===== config.mk =====
export PLATFORM = sky130hd
export DESIGN_NAME = refcounted_id_table_core
export DESIGN_NICKNAME = d
export VERILOG_FILES = /design/src/rtl/rcidt_pkg.sv /design/src/rtl/rcidt_ram.sv /design/src/rtl/rcidt_ctrl.sv /design/src/rtl/rcidt_dpath.sv /design/src/rtl/refcounted_id_table_core.sv
export VERILOG_INCLUDE_DIRS = /design/src /design/src/rtl
export SDC_FILE = /design/constraint.sdc
export NUM_CORES = 2
export LEC_CHECK = 0
export BUFFER_PORTS_ARGS = -buffer_cell sky130_fd_sc_hd__buf_4
export CAP_MARGIN = 20
export CORE_ASPECT_RATIO = 0.5
export CORE_MARGIN = 2
export CORE_UTILIZATION = 60
export DETAILED_ROUTE_END_ITERATION = 6
export PLACE_DENSITY = 0.75
export SYNTH_ARGS = -nofsm -noshare
export SYNTH_HDL_FRONTEND = slang
export SYNTH_SLANG_ARGS = --single-unit

===== constraint.sdc =====
create_clock -name clk_i -period 31.4 [get_ports clk_i]
set_input_delay 3.14 -clock clk_i [delete_from_list [all_inputs] [get_ports clk_i]]
set_output_delay 3.14 -clock clk_i [all_outputs]
set_load 0.02 [all_outputs]

===== src/rtl/assert_macros.svh =====
// assertion macros used by the table datapath rtl
`ifndef ASSERT_MACROS_SVH
`define ASSERT_MACROS_SVH

// property checked on every clock edge outside reset
`define RCIDT_ASSERT(lbl, prop, msg) \
  lbl: assert property (@(posedge clk_i) disable iff (!rst_ni) (prop)) else $error(msg);

// condition that must never be true outside reset
`define RCIDT_ASSERT_NEVER(lbl, expr, msg) \
  `RCIDT_ASSERT(lbl, !(expr), msg)

`endif


===== src/rtl/rcidt_pkg.sv =====
// shared types and constants of the reference counted id table
package rcidt_pkg;

  localparam int unsigned TABLE_ENTRIES_DEF = 16;
  localparam int unsigned COUNT_WIDTH_DEF   = 16;
  localparam int unsigned ID_HALF_W         = 64;
  localparam int unsigned REF_COUNT_W       = 16;

  typedef enum logic [1:0] {
    MODE_REGISTER   = 2'd0,
    MODE_UNREGISTER = 2'd1,
    MODE_QUERY      = 2'd2,
    MODE_CLEAR      = 2'd3
  } mode_e;

  typedef enum logic [2:0] {
    ST_OK        = 3'd0,
    ST_INVALID   = 3'd1,
    ST_NOT_FOUND = 3'd2,
    ST_FULL      = 3'd3,
    ST_SATURATED = 3'd4
  } status_e;

  typedef enum logic [2:0] {
    S_INIT,
    S_IDLE,
    S_SCAN,
    S_WAIT,
    S_CLEAR,
    S_FINISH
  } state_e;

  typedef struct packed {
    mode_e                 mode;
    logic [ID_HALF_W-1:0]  id_high;
    logic [ID_HALF_W-1:0]  id_low;
  } cmd_t;

  typedef struct packed {
    status_e                status;
    logic                   unused;
    logic [REF_COUNT_W-1:0] ref_count;
  } res_t;

  // controller to datapath commands
  typedef struct packed {
    logic load;
    logic addr_clr;
    logic addr_inc;
    logic scan_rd;
    logic sweep_wr;
    logic finish;
  } ctrl_t;

  // datapath to controller status
  typedef struct packed {
    logic addr_last;
    logic in_clear;
    logic in_zero;
  } stat_t;

endpackage


===== src/rtl/rcidt_ram.sv =====
// generic single write, single read ram with registered read data
module rcidt_ram #(
  parameter int unsigned WIDTH = 8,
  parameter int unsigned DEPTH = 16
) (
  input  logic                     clk_i,
  input  logic                     we_i,
  input  logic [$clog2(DEPTH)-1:0] waddr_i,
  input  logic [WIDTH-1:0]         wdata_i,
  input  logic [$clog2(DEPTH)-1:0] raddr_i,
  output logic [WIDTH-1:0]         rdata_o
);

  logic [WIDTH-1:0] mem_q [DEPTH];
  logic [WIDTH-1:0] rdata_q;

  // write port
  always_ff @(posedge clk_i) begin
    if (we_i) begin
      mem_q[waddr_i] <= wdata_i;
    end
  end

  // registered read port
  always_ff @(posedge clk_i) begin
    rdata_q <= mem_q[raddr_i];
  end

  assign rdata_o = rdata_q;

endmodule


===== src/rtl/rcidt_ctrl.sv =====
// controller state machine of the id table
module rcidt_ctrl (
  input  logic            clk_i,
  input  logic            rst_ni,
  input  logic            start,
  output logic            busy,
  input  rcidt_pkg::stat_t stat_i,
  output rcidt_pkg::ctrl_t ctrl_o
);

  rcidt_pkg::state_e state_q, state_d;

  // state register
  always_ff @(posedge clk_i or negedge rst_ni) begin
    if (!rst_ni) begin
      state_q <= rcidt_pkg::S_INIT;
    end else begin
      state_q <= state_d;
    end
  end

  // next state
  always_comb begin
    state_d = state_q;
    case (state_q)
      rcidt_pkg::S_INIT: begin
        if (stat_i.addr_last) state_d = rcidt_pkg::S_IDLE;
      end
      rcidt_pkg::S_IDLE: begin
        if (start) begin
          if (stat_i.in_clear)     state_d = rcidt_pkg::S_CLEAR;
          else if (stat_i.in_zero) state_d = rcidt_pkg::S_FINISH;
          else                     state_d = rcidt_pkg::S_SCAN;
        end
      end
      rcidt_pkg::S_SCAN: begin
        if (stat_i.addr_last) state_d = rcidt_pkg::S_WAIT;
      end
      rcidt_pkg::S_WAIT:   state_d = rcidt_pkg::S_FINISH;
      rcidt_pkg::S_CLEAR: begin
        if (stat_i.addr_last) state_d = rcidt_pkg::S_FINISH;
      end
      rcidt_pkg::S_FINISH: state_d = rcidt_pkg::S_IDLE;
      default:             state_d = rcidt_pkg::S_IDLE;
    endcase
  end

  // outputs
  always_comb begin
    ctrl_o = '0;
    busy   = 1'b1;
    case (state_q)
      rcidt_pkg::S_INIT: begin
        ctrl_o.sweep_wr = 1'b1;
        ctrl_o.addr_inc = 1'b1;
        ctrl_o.addr_clr = stat_i.addr_last;
      end
      rcidt_pkg::S_IDLE: begin
        busy            = 1'b0;
        ctrl_o.load     = start;
        ctrl_o.addr_clr = start;
      end
      rcidt_pkg::S_SCAN: begin
        ctrl_o.scan_rd  = 1'b1;
        ctrl_o.addr_inc = 1'b1;
      end
      rcidt_pkg::S_WAIT: begin
        ctrl_o.addr_clr = 1'b1;
      end
      rcidt_pkg::S_CLEAR: begin
        ctrl_o.sweep_wr = 1'b1;
        ctrl_o.addr_inc = 1'b1;
      end
      rcidt_pkg::S_FINISH: begin
        ctrl_o.finish   = 1'b1;
        ctrl_o.addr_clr = 1'b1;
      end
      default: begin
        ctrl_o = '0;
      end
    endcase
  end

endmodule


===== src/rtl/rcidt_dpath.sv =====
// datapath of the id table: entry ram, scan registers and result logic
`include "assert_macros.svh"

module rcidt_dpath #(
  parameter int unsigned TABLE_ENTRIES = rcidt_pkg::TABLE_ENTRIES_DEF,
  parameter int unsigned COUNT_WIDTH   = rcidt_pkg::COUNT_WIDTH_DEF
) (
  input  logic             clk_i,
  input  logic             rst_ni,
  input  rcidt_pkg::cmd_t  cmd_i,
  input  rcidt_pkg::ctrl_t ctrl_i,
  output rcidt_pkg::stat_t stat_o,
  output logic             res_valid_o,
  output rcidt_pkg::res_t  res_o
);

  localparam int unsigned IDX_W   = $clog2(TABLE_ENTRIES);
  localparam int unsigned HW      = rcidt_pkg::ID_HALF_W;
  localparam int unsigned ENTRY_W = 1 + 2 * HW + COUNT_WIDTH;
  localparam logic [COUNT_WIDTH-1:0] CNT_MAX = {COUNT_WIDTH{1'b1}};
  localparam logic [COUNT_WIDTH-1:0] CNT_ONE = COUNT_WIDTH'(1);

  rcidt_pkg::cmd_t          cmd_q;
  logic [IDX_W-1:0]         addr_q;
  logic                     rd_pend_q;
  logic [IDX_W-1:0]         rd_idx_q;
  logic                     match_found_q;
  logic [IDX_W-1:0]         match_idx_q;
  logic [COUNT_WIDTH-1:0]   match_refs_q;
  logic                     free_found_q;
  logic [IDX_W-1:0]         free_idx_q;
  logic                     res_valid_q;
  rcidt_pkg::res_t          res_q, res_d;

  logic                     ram_we;
  logic [IDX_W-1:0]         ram_waddr;
  logic [ENTRY_W-1:0]       ram_wdata;
  logic [ENTRY_W-1:0]       ram_rdata;

  logic                     rd_valid;
  logic [HW-1:0]            rd_hi;
  logic [HW-1:0]            rd_lo;
  logic [COUNT_WIDTH-1:0]   rd_refs;
  logic                     rd_hit;
  logic                     rd_free;
  logic                     cmd_zero;
  logic [COUNT_WIDTH-1:0]   cnt;
  logic [31:0]              cnt_ext;

  // entry storage
  rcidt_ram #(
    .WIDTH (ENTRY_W),
    .DEPTH (TABLE_ENTRIES)
  ) u_ram (
    .clk_i   (clk_i),
    .we_i    (ram_we),
    .waddr_i (ram_waddr),
    .wdata_i (ram_wdata),
    .raddr_i (addr_q),
    .rdata_o (ram_rdata)
  );

  // status for the controller
  assign stat_o.addr_last = (addr_q == IDX_W'(TABLE_ENTRIES - 1));
  assign stat_o.in_clear  = (cmd_i.mode == rcidt_pkg::MODE_CLEAR);
  assign stat_o.in_zero   = (cmd_i.id_high == '0) && (cmd_i.id_low == '0);

  // read entry fields
  assign rd_valid = ram_rdata[ENTRY_W-1];
  assign rd_hi    = ram_rdata[COUNT_WIDTH+HW +: HW];
  assign rd_lo    = ram_rdata[COUNT_WIDTH +: HW];
  assign rd_refs  = ram_rdata[COUNT_WIDTH-1:0];
  assign rd_hit   = rd_pend_q && rd_valid &&
                    (rd_hi == cmd_q.id_high) && (rd_lo == cmd_q.id_low);
  assign rd_free  = rd_pend_q && !rd_valid;
  assign cmd_zero = (cmd_q.id_high == '0) && (cmd_q.id_low == '0);

  // command register
  always_ff @(posedge clk_i) begin
    if (ctrl_i.load) begin
      cmd_q <= cmd_i;
    end
  end

  // scan address and read tracking
  always_ff @(posedge clk_i or negedge rst_ni) begin
    if (!rst_ni) begin
      addr_q    <= '0;
      rd_pend_q <= 1'b0;
      rd_idx_q  <= '0;
    end else begin
      if (ctrl_i.addr_clr)      addr_q <= '0;
      else if (ctrl_i.addr_inc) addr_q <= addr_q + IDX_W'(1);
      rd_pend_q <= ctrl_i.scan_rd;
      rd_idx_q  <= addr_q;
    end
  end

  // match and first free slot capture
  always_ff @(posedge clk_i or negedge rst_ni) begin
    if (!rst_ni) begin
      match_found_q <= 1'b0;
      free_found_q  <= 1'b0;
    end else if (ctrl_i.load) begin
      match_found_q <= 1'b0;
      free_found_q  <= 1'b0;
    end else begin
      if (rd_hit)                  match_found_q <= 1'b1;
      if (rd_free && !free_found_q) free_found_q <= 1'b1;
    end
  end

  always_ff @(posedge clk_i) begin
    if (rd_hit) begin
      match_idx_q  <= rd_idx_q;
      match_refs_q <= rd_refs;
    end
    if (rd_free && !free_found_q) begin
      free_idx_q <= rd_idx_q;
    end
  end

  // sweep writes, result and table update
  always_comb begin
    ram_we           = 1'b0;
    ram_waddr        = addr_q;
    ram_wdata        = '0;
    cnt              = '0;
    res_d.status     = rcidt_pkg::ST_OK;
    res_d.unused     = 1'b0;
    if (ctrl_i.sweep_wr) begin
      ram_we = 1'b1;
    end
    if (ctrl_i.finish && (cmd_q.mode != rcidt_pkg::MODE_CLEAR)) begin
      if (cmd_zero) begin
        res_d.status = rcidt_pkg::ST_INVALID;
      end else begin
        res_d.unused = !match_found_q;
        case (cmd_q.mode)
          rcidt_pkg::MODE_REGISTER: begin
            if (match_found_q) begin
              ram_waddr = match_idx_q;
              if (match_refs_q == CNT_MAX) begin
                res_d.status = rcidt_pkg::ST_SATURATED;
                cnt          = match_refs_q;
              end else begin
                cnt       = match_refs_q + CNT_ONE;
                ram_we    = 1'b1;
                ram_wdata = {1'b1, cmd_q.id_high, cmd_q.id_low, cnt};
              end
            end else if (free_found_q) begin
              ram_waddr = free_idx_q;
              cnt       = CNT_ONE;
              ram_we    = 1'b1;
              ram_wdata = {1'b1, cmd_q.id_high, cmd_q.id_low, CNT_ONE};
            end else begin
              res_d.status = rcidt_pkg::ST_FULL;
            end
          end
          rcidt_pkg::MODE_UNREGISTER: begin
            ram_waddr = match_idx_q;
            if (!match_found_q) begin
              res_d.status = rcidt_pkg::ST_NOT_FOUND;
            end else if (match_refs_q <= CNT_ONE) begin
              ram_we    = 1'b1;
              ram_wdata = '0;
            end else begin
              cnt       = match_refs_q - CNT_ONE;
              ram_we    = 1'b1;
              ram_wdata = {1'b1, cmd_q.id_high, cmd_q.id_low, cnt};
            end
          end
          rcidt_pkg::MODE_QUERY: begin
            if (match_found_q) cnt = match_refs_q;
          end
          default: begin
            cnt = '0;
          end
        endcase
      end
    end
    cnt_ext         = 32'(cnt);
    res_d.ref_count = cnt_ext[rcidt_pkg::REF_COUNT_W-1:0];
  end

  // result register, one cycle strobe
  always_ff @(posedge clk_i or negedge rst_ni) begin
    if (!rst_ni) begin
      res_valid_q <= 1'b0;
    end else begin
      res_valid_q <= ctrl_i.finish;
    end
  end

  always_ff @(posedge clk_i) begin
    if (ctrl_i.finish) begin
      res_q <= res_d;
    end
  end

  assign res_valid_o = res_valid_q;
  assign res_o       = res_q;

  // checks
  `RCIDT_ASSERT(a_res_single_cycle, res_valid_q |=> !res_valid_q, "result strobe longer than one cycle")
  `RCIDT_ASSERT_NEVER(a_scan_no_write, ctrl_i.scan_rd && ram_we, "table written during scan")
  `RCIDT_ASSERT_NEVER(a_single_match, rd_hit && match_found_q, "identifier held in two slots")

endmodule


===== src/rtl/refcounted_id_table_core.sv =====
// top level of the reference counted id table
//
// Table of TABLE_ENTRIES 128-bit identifiers with reference counts. After reset
// the block runs a clearing pass over every entry with busy high. An item
// is taken when start is high and busy is low. Register, unregister and query
// scan the entry ram one entry per cycle with busy high, and the result of an
// item strobes on res_valid_o for one cycle right after busy goes low; a new
// item may be started in that same cycle. Clear-all sweeps the ram with busy
// high; an identifier of zero skips the scan and goes straight to the result.
// The receiver cannot stall: every result is shown for exactly one cycle and
// must be taken then.
module refcounted_id_table_core #(
  parameter int unsigned TABLE_ENTRIES = rcidt_pkg::TABLE_ENTRIES_DEF,
  parameter int unsigned COUNT_WIDTH   = rcidt_pkg::COUNT_WIDTH_DEF
) (
  input  logic            clk_i,
  input  logic            rst_ni,
  input  logic            start,
  output logic            busy,
  input  rcidt_pkg::cmd_t cmd_i,
  output logic            res_valid_o,
  output rcidt_pkg::res_t res_o
);

  rcidt_pkg::ctrl_t ctrl;
  rcidt_pkg::stat_t stat;

  // sequencer
  rcidt_ctrl u_ctrl (
    .clk_i  (clk_i),
    .rst_ni (rst_ni),
    .start  (start),
    .busy   (busy),
    .stat_i (stat),
    .ctrl_o (ctrl)
  );

  // table and result logic
  rcidt_dpath #(
    .TABLE_ENTRIES (TABLE_ENTRIES),
    .COUNT_WIDTH   (COUNT_WIDTH)
  ) u_dpath (
    .clk_i       (clk_i),
    .rst_ni      (rst_ni),
    .cmd_i       (cmd_i),
    .ctrl_i      (ctrl),
    .stat_o      (stat),
    .res_valid_o (res_valid_o),
    .res_o       (res_o)
  );

endmodule

Word-level counts from Yosys, hierarchy flattened
Memory sizes are Yosys's and may differ from the RTL's. A register that Yosys moved wholly into a read port is not among the register bits.
Index checks and enable logic that the tools add are counted.
- memories: 1
- bits in registers: 189
- RAM bits: 2320
- bits of input ports: 133
- output and inout bits: 22
- logic and storage cells: 121
- memories (name ; words ; bits a word ; read ports ; clocked after Yosys merged registers in ; wr ports ; line ; text):
    u_dpath.u_ram.mem_q ; 16 ; 145 ; 1 ; 1 ; 1 ; rcidt_ram.sv:14 ; logic [WIDTH-1:0] mem_q [DEPTH];
- bitwise operators: 1
- multiplexer cells: 56
- equal/unequal tests: 17
- reduce and logical (&&, ||, !) cells: 25
- $add $sub $neg: 3
- order comparisons: 1
- operator list (kind ; count):
    $mux 145 ; 7
    $pmux 145 s2 ; 1
    $logic_not 64->1 ; 4
    $eq 64x64->1 ; 2
    $mux 16 ; 5
    $pmux 16 s3 ; 1
    $mux 3 ; 8
    $mux 4 ; 6
    $mux 1 ; 21
    $add 16x1->16 const B ; 1
    $eq 16x16->1 const B ; 1
    $le 16x1->1 const B ; 1
    $sub 16x1->16 const B ; 1
    $pmux 3 s5 ; 1
    $ne 2x2->1 const B ; 5
    $logic_and 1x1->1 ; 8
    $pmux 4 s2 ; 1
    $eq 3x2->1 const B ; 2
    $eq 3x3->1 const B ; 2
    $pmux 3 s2 ; 1
    $reduce_bool 2->1 ; 3
    $reduce_or 2->1 ; 3
    $add 4x1->4 const B ; 1
    $eq 2x2->1 const B ; 2
    12 further kinds ; 15

Depth between registers and ports, before layout
- depth in word-level cells: 11
- mapped depth: 10
- depth with buffers taken out: 9

By module
Synthesis repeated with hierarchy kept, for this count alone.
- cell total of the unflattened synthesis: 4714
- area total of the unflattened synthesis: 100259.9 µm²
- modules (own cells, without submodules) (module ; area each (µm²) ; cells each ; seq. area each (µm²) ; times used):
    rcidt_ram ; 89950.0 ; 3786 ; 72569.6 ; 1
    rcidt_dpath ; 10095.9 ; 904 ; 5525.3 ; 1
    rcidt_ctrl ; 214.0 ; 24 ; 75.1 ; 1

Least setup slack after synthesis
OpenSTA, ideal clock, no wires.
- path type: reg-to-reg
- from: register u_dpath.cmd_q[7] (netlist bit)
- to: memory u_dpath.u_ram.mem_q[10][0] (netlist bit) (enable)
- clock period less this slack: 16.532 ns
- library setup time: 1.005 ns
- data arrival time: 15.527 ns
- path slack: 14.868 ns
- path buffers: 1
- required time: 30.395 ns
- stages on the path, launching flop included: 9
- cell sequence: edfxtp_1 nor4_1 nand4_1 nor4_1 a21boi_0 clkbuf_1 nor2_1 a22oi_1 nor4_1
- word-level cells in the longest chain between the ends: 6
- elaborated cells on any way between the ends: 8
- those cells by class: mux: 6; reduce/logical: 2
- RTL lines (item ; line ; text):
    start, declared ; rcidt_dpath.sv:23 ; rcidt_pkg::cmd_t cmd_q;
    start signal, assigned ; rcidt_dpath.sv:81 ; cmd_q <= cmd_i;
    $logic_not 64->1 (*) ; rcidt_dpath.sv:76 ; assign cmd_zero = (cmd_q.id_high == '0) && (cmd_q.id_low == '0);
    $logic_and 1x1->1 (*) ; rcidt_dpath.sv:76 ;
    $mux 1 ; rcidt_dpath.sv:135 ; if (cmd_zero) begin
    $mux 1 ; rcidt_dpath.sv:134 ; if (ctrl_i.finish && (cmd_q.mode != rcidt_pkg::MODE_CLEAR)) begin
    $mux 1 ; rcidt_ram.sv:19 ; if (we_i) begin
    $mux 1 (implied by the code) ; rcidt_ram.sv:20 ; mem_q[waddr_i] <= wdata_i;
    end, declared ; rcidt_ram.sv:14 ;
Every way passes the cells marked *; elsewhere a longest branch is shown, timed or not.

Worst setup path after layout
- from: register u_dpath.cmd_q[34] (netlist bit)
- to: memory u_dpath.u_ram.mem_q[7][57] (netlist bit) (enable)
Same word-level chain as after synthesis.

==> summary.txt <==
Route
  – Routed vias/inst: 7.01
  – Initial DRC Count: 8742
  – Drt wl/cell: 37.3 um
  – # DRC: 0
  – Vias: 48801
  – DR pass1 iterations: 6
  – Final ANT Viol Nets: 0
  – WL final: 260000 um

Floorplanning
  – CORE AREA: 0.165 mm2
  – Die area: 0.170 mm2
  – I/O Pins: 155
  – Die height: 293 um
  – Die X-Extent: 581 um
  – Initial cell density of the core: 60.7%
  – Rows: 105

GRT
  – GRT overflow: 0
  – First-pass GRT wire length: 368000 um
  – Gr usage total: 30.9%
  – Initial antenna violation count: 9
  – Vias in the first global route: 48203
  – Largest net degree at the start of global routing: 152

Clock network
  – Worst skew pair latency: 870 ps
  – Post-CTS Setup Repair Bufs: 0
  – # hold bufs at CTS: 0
  – Clk slew on worst S/H paths: 70 ps
  – Total clock sinks: 2654
  – H-tree depth: 4
  – Root Buffer: clkbuf_16
  – Post-cts sizing count: 0
  – CTS tree: done
  – Clock buffer depth: 4
  – Num CTS Buffers: 220

Synthesis
  – Synth Flop Type: edfxtp_1
  – Post-synth EDFFs: 2494
  – Mapped Nets: 4452
  – Mapped cell area: 0.0999 mm2
  – Synth cell types: 65
  – Syn_area_per_cell: 23.2 um2
  – Post-synthesis sequential area ratio: 78.2%
  – Top-area cell type share of the netlist area: 74.9%
  – Synth warnings: 0
  – Syn Inst Count: 4314
  – Seq cells post-synth: 2654
  – Yosys top cell by area: edfxtp_1
  – Area contributors post-synth: edfxtp_1 75%, mux4_2 16%, dfxtp_1 2.9%
  – Async S/R FF share, synth: 0.565%

Place
  – Port Buf Inserts: 154
  – DP HPWL: 149000 um
  – Routability congestion estimate from global placement: 0.953
  – Pre-CTS setup slack: 23910 ps
  – DP Area: 0.104 mm2

Power and ir drop
  – Clock power share: 27.4%
  – Static Leak: 0.0332 uW
  – Comb pwr share: 24.3%
  – Int Pwr: 7050 uW
  – Worst VDD drop: 0.0671 mV
  – Pwr per Cell Area: 89.5 mW/mm2
  – Power share of the sequential group: 48.3%
  – Final Power: 9930 uW
  – Switching Share: 29.0%
  – Sw power: 2880 uW

Setup path
  – Slowest CP cell: nor4_1
  – Crit path kind: reg2reg
  – Most used cell, CP: buf_4
  – Worst-path cell chain: nor4_1, nand4_1, nor4_1, buf_4, nand2_1, nand2_1, a32o_1, nor2b_4, buf_4, buf_4, buf_4
  – Worst stage delay on the critical path: 1110 ps
  – Startpoint types: flip-flop
  – Arrival time worst endpoint: 7990 ps
  – Setup crit end kind: flip-flop
  – CP Data Required Time: 31890 ps
  – Crit Path Max Fanout: 47

STA
  – Max_slew headroom: 17.3%
  – Final hold vios: 0
  – Final setup margin: 23900 ps
  – Final Critical Period: 7500 ps
  – Share of the cycle needed by the critical path after routing: 23.9%
  – Setup violators final: 0
  – RSZ-0062 raised after global routing: false
  – Clk_skew: 59.1 ps
  – Slew Viols, Final: 0
  – Setup_tns: 0 ps
  – Slew of the pin with the lowest slew margin: 1230 ps
  – Fmax: 133 MHz

Finish
  – Share of layout cells above drive strength 1: 27.8%
  – Area Growth Syn to Fin: 11.1%
  – Fin area: 0.111 mm2
  – Number of fill cells: 9831
  – Layout net count: 4719

Run
  – Maxcap violations: 0

Status
  – Outcome: finished, final reports clean

Hold path
  – Hold crit path type: reg2reg
kinds of logic (layout without fill, tap and decap cells):
| kind of cell | after synthesis | after routing | share of synthesized area (%) |
|---|---|---|---|
| xor gates and xnor gates | 69 | 69 | 0.605 |
| buffers and inverters | 267 | 714 | 1.04 |
| DFF | 2654 | 2654 | 78.2 |
| adders and majority gates | 5 | 5 | 0.0626 |
| muxes | 732 | 732 | 16.4 |
| other | 0 | 4 | 0 |
| AOI/OAI and AO/OA | 142 | 142 | 1.09 |
| and+or+nand+nor | 445 | 445 | 2.58 |
cells in the final DEF, fill, tap and decap left out, drive strengths merged, types with 11 or more instances in the layout:
cell,count
nand2b,28
nand2,29
dfrtp,15
nor3,25
clkinv,73
nand3,11
nor2,48
bufinv,16
edfxtp,2494
nor4,89
buf,244
o22ai,25
a22o,13
dfxtp,145
mux4,725
nand4,33
xor2,23
xnor2,46
and2,138
nor2b,18
inv,72
a21oi,21
clkbuf,301
path summary, 6_finish.rpt:
check,startpoint,endpoint,slack [ps],depth (start not counted)
min reg2reg,u_dpath.u_ram.rdata_o[3],u_dpath.match_refs_q[3],400,0
max in group asynchronous,rst_ni,u_ctrl.state_q[2],29010,1
min in group asynchronous,rst_ni,u_ctrl.state_q[1],2150,1
min,u_dpath.u_ram.rdata_o[3],u_dpath.match_refs_q[3],400,0
max reg2reg,u_dpath.cmd_q[34],u_dpath.u_ram.mem_q[7][57],23900,11
max,u_dpath.cmd_q[34],u_dpath.u_ram.mem_q[7][57],23900,11
sequential cells by signal (all words and copies together) (netlist names), 3 cells and up:
register and cells:
u_dpath.match_idx_q 4, u_dpath.u_ram.rdata_o 145, u_dpath.match_refs_q 16, u_ctrl.state_q 3, u_dpath.free_idx_q 4, u_dpath.rd_idx_q 4
u_dpath.u_ram.mem_q 2320, u_dpath.addr_q 4, u_dpath.cmd_q 130, u_dpath.res_o 20
stage by stage:
step	utilization [%]	cells	hold slack, ps
4_1_cts	67.4	6952	406
3_5_place_dp	63.1	6550	390
5_1_grt	67.4	6956	413
3_3_place_gp	63.1	6550	388
2_1_floorplan	-	4314	352
6_report	67.4	6958	396
routing by layer:
layer  track usage, %  wire length (um)  vias to the layer above  part of all wire, %
met5                0                13                        -               0.0050
met2             46.8            121000                     3612                   46
met4             9.47              8620                        2                  3.3
met1             45.1             97100                    25907                   37
met3             8.23             33500                      487                   13
li1                 -                 -                    18793                    -
power groups by stage:
stage               sequential (uW)  clock (uW)  combinational, uW
CTS                            4780        2750               2430
detailed placement             4840           0               2400
global route                   4820        2880               2520
global placement               4800           0               2380
finish                         4790        2720               2420
floorplan                      4740           0               1700
layout make-up:
| class | count | area, um2 | area share (%) |
|---|---|---|---|
| Antenna cell | 4 | 10.0 | 0.00902 |
| Clock buffer | 301 | 6080 | 5.48 |
| Clock inverter | 101 | 922 | 0.831 |
| Inverter | 68 | 260 | 0.234 |
| Multi-Input combinational cell | 1393 | 20900 | 18.8 |
| Sequential cell | 2654 | 78200 | 70.4 |
| Tap cell | 2193 | 2740 | 2.47 |
| Timing Repair Buffer | 244 | 1920 | 1.73 |
cells in the mapped netlist (28+ instances only):
library cell  instances
and2_1              138
buf_1                51
clkbuf_1            125
dfxtp_1             145
edfxtp_1           2494
inv_1                68
mux4_2              725
nand2_1              29
nand2b_1             28
nand4_1              33
nor2_1               48
nor4_1               88
xnor2_1              46
critical path, delay by kind of cell (launching register included):
kind                   cells  cell delay [ps]
AO/OA/AOI/OAI              1              360
flip-flops                 1              430
AND/OR/NAND/NOR            6             3660
buffers and inverters      4             2500
Note: power is estimated with default switching activity, not from simulation.
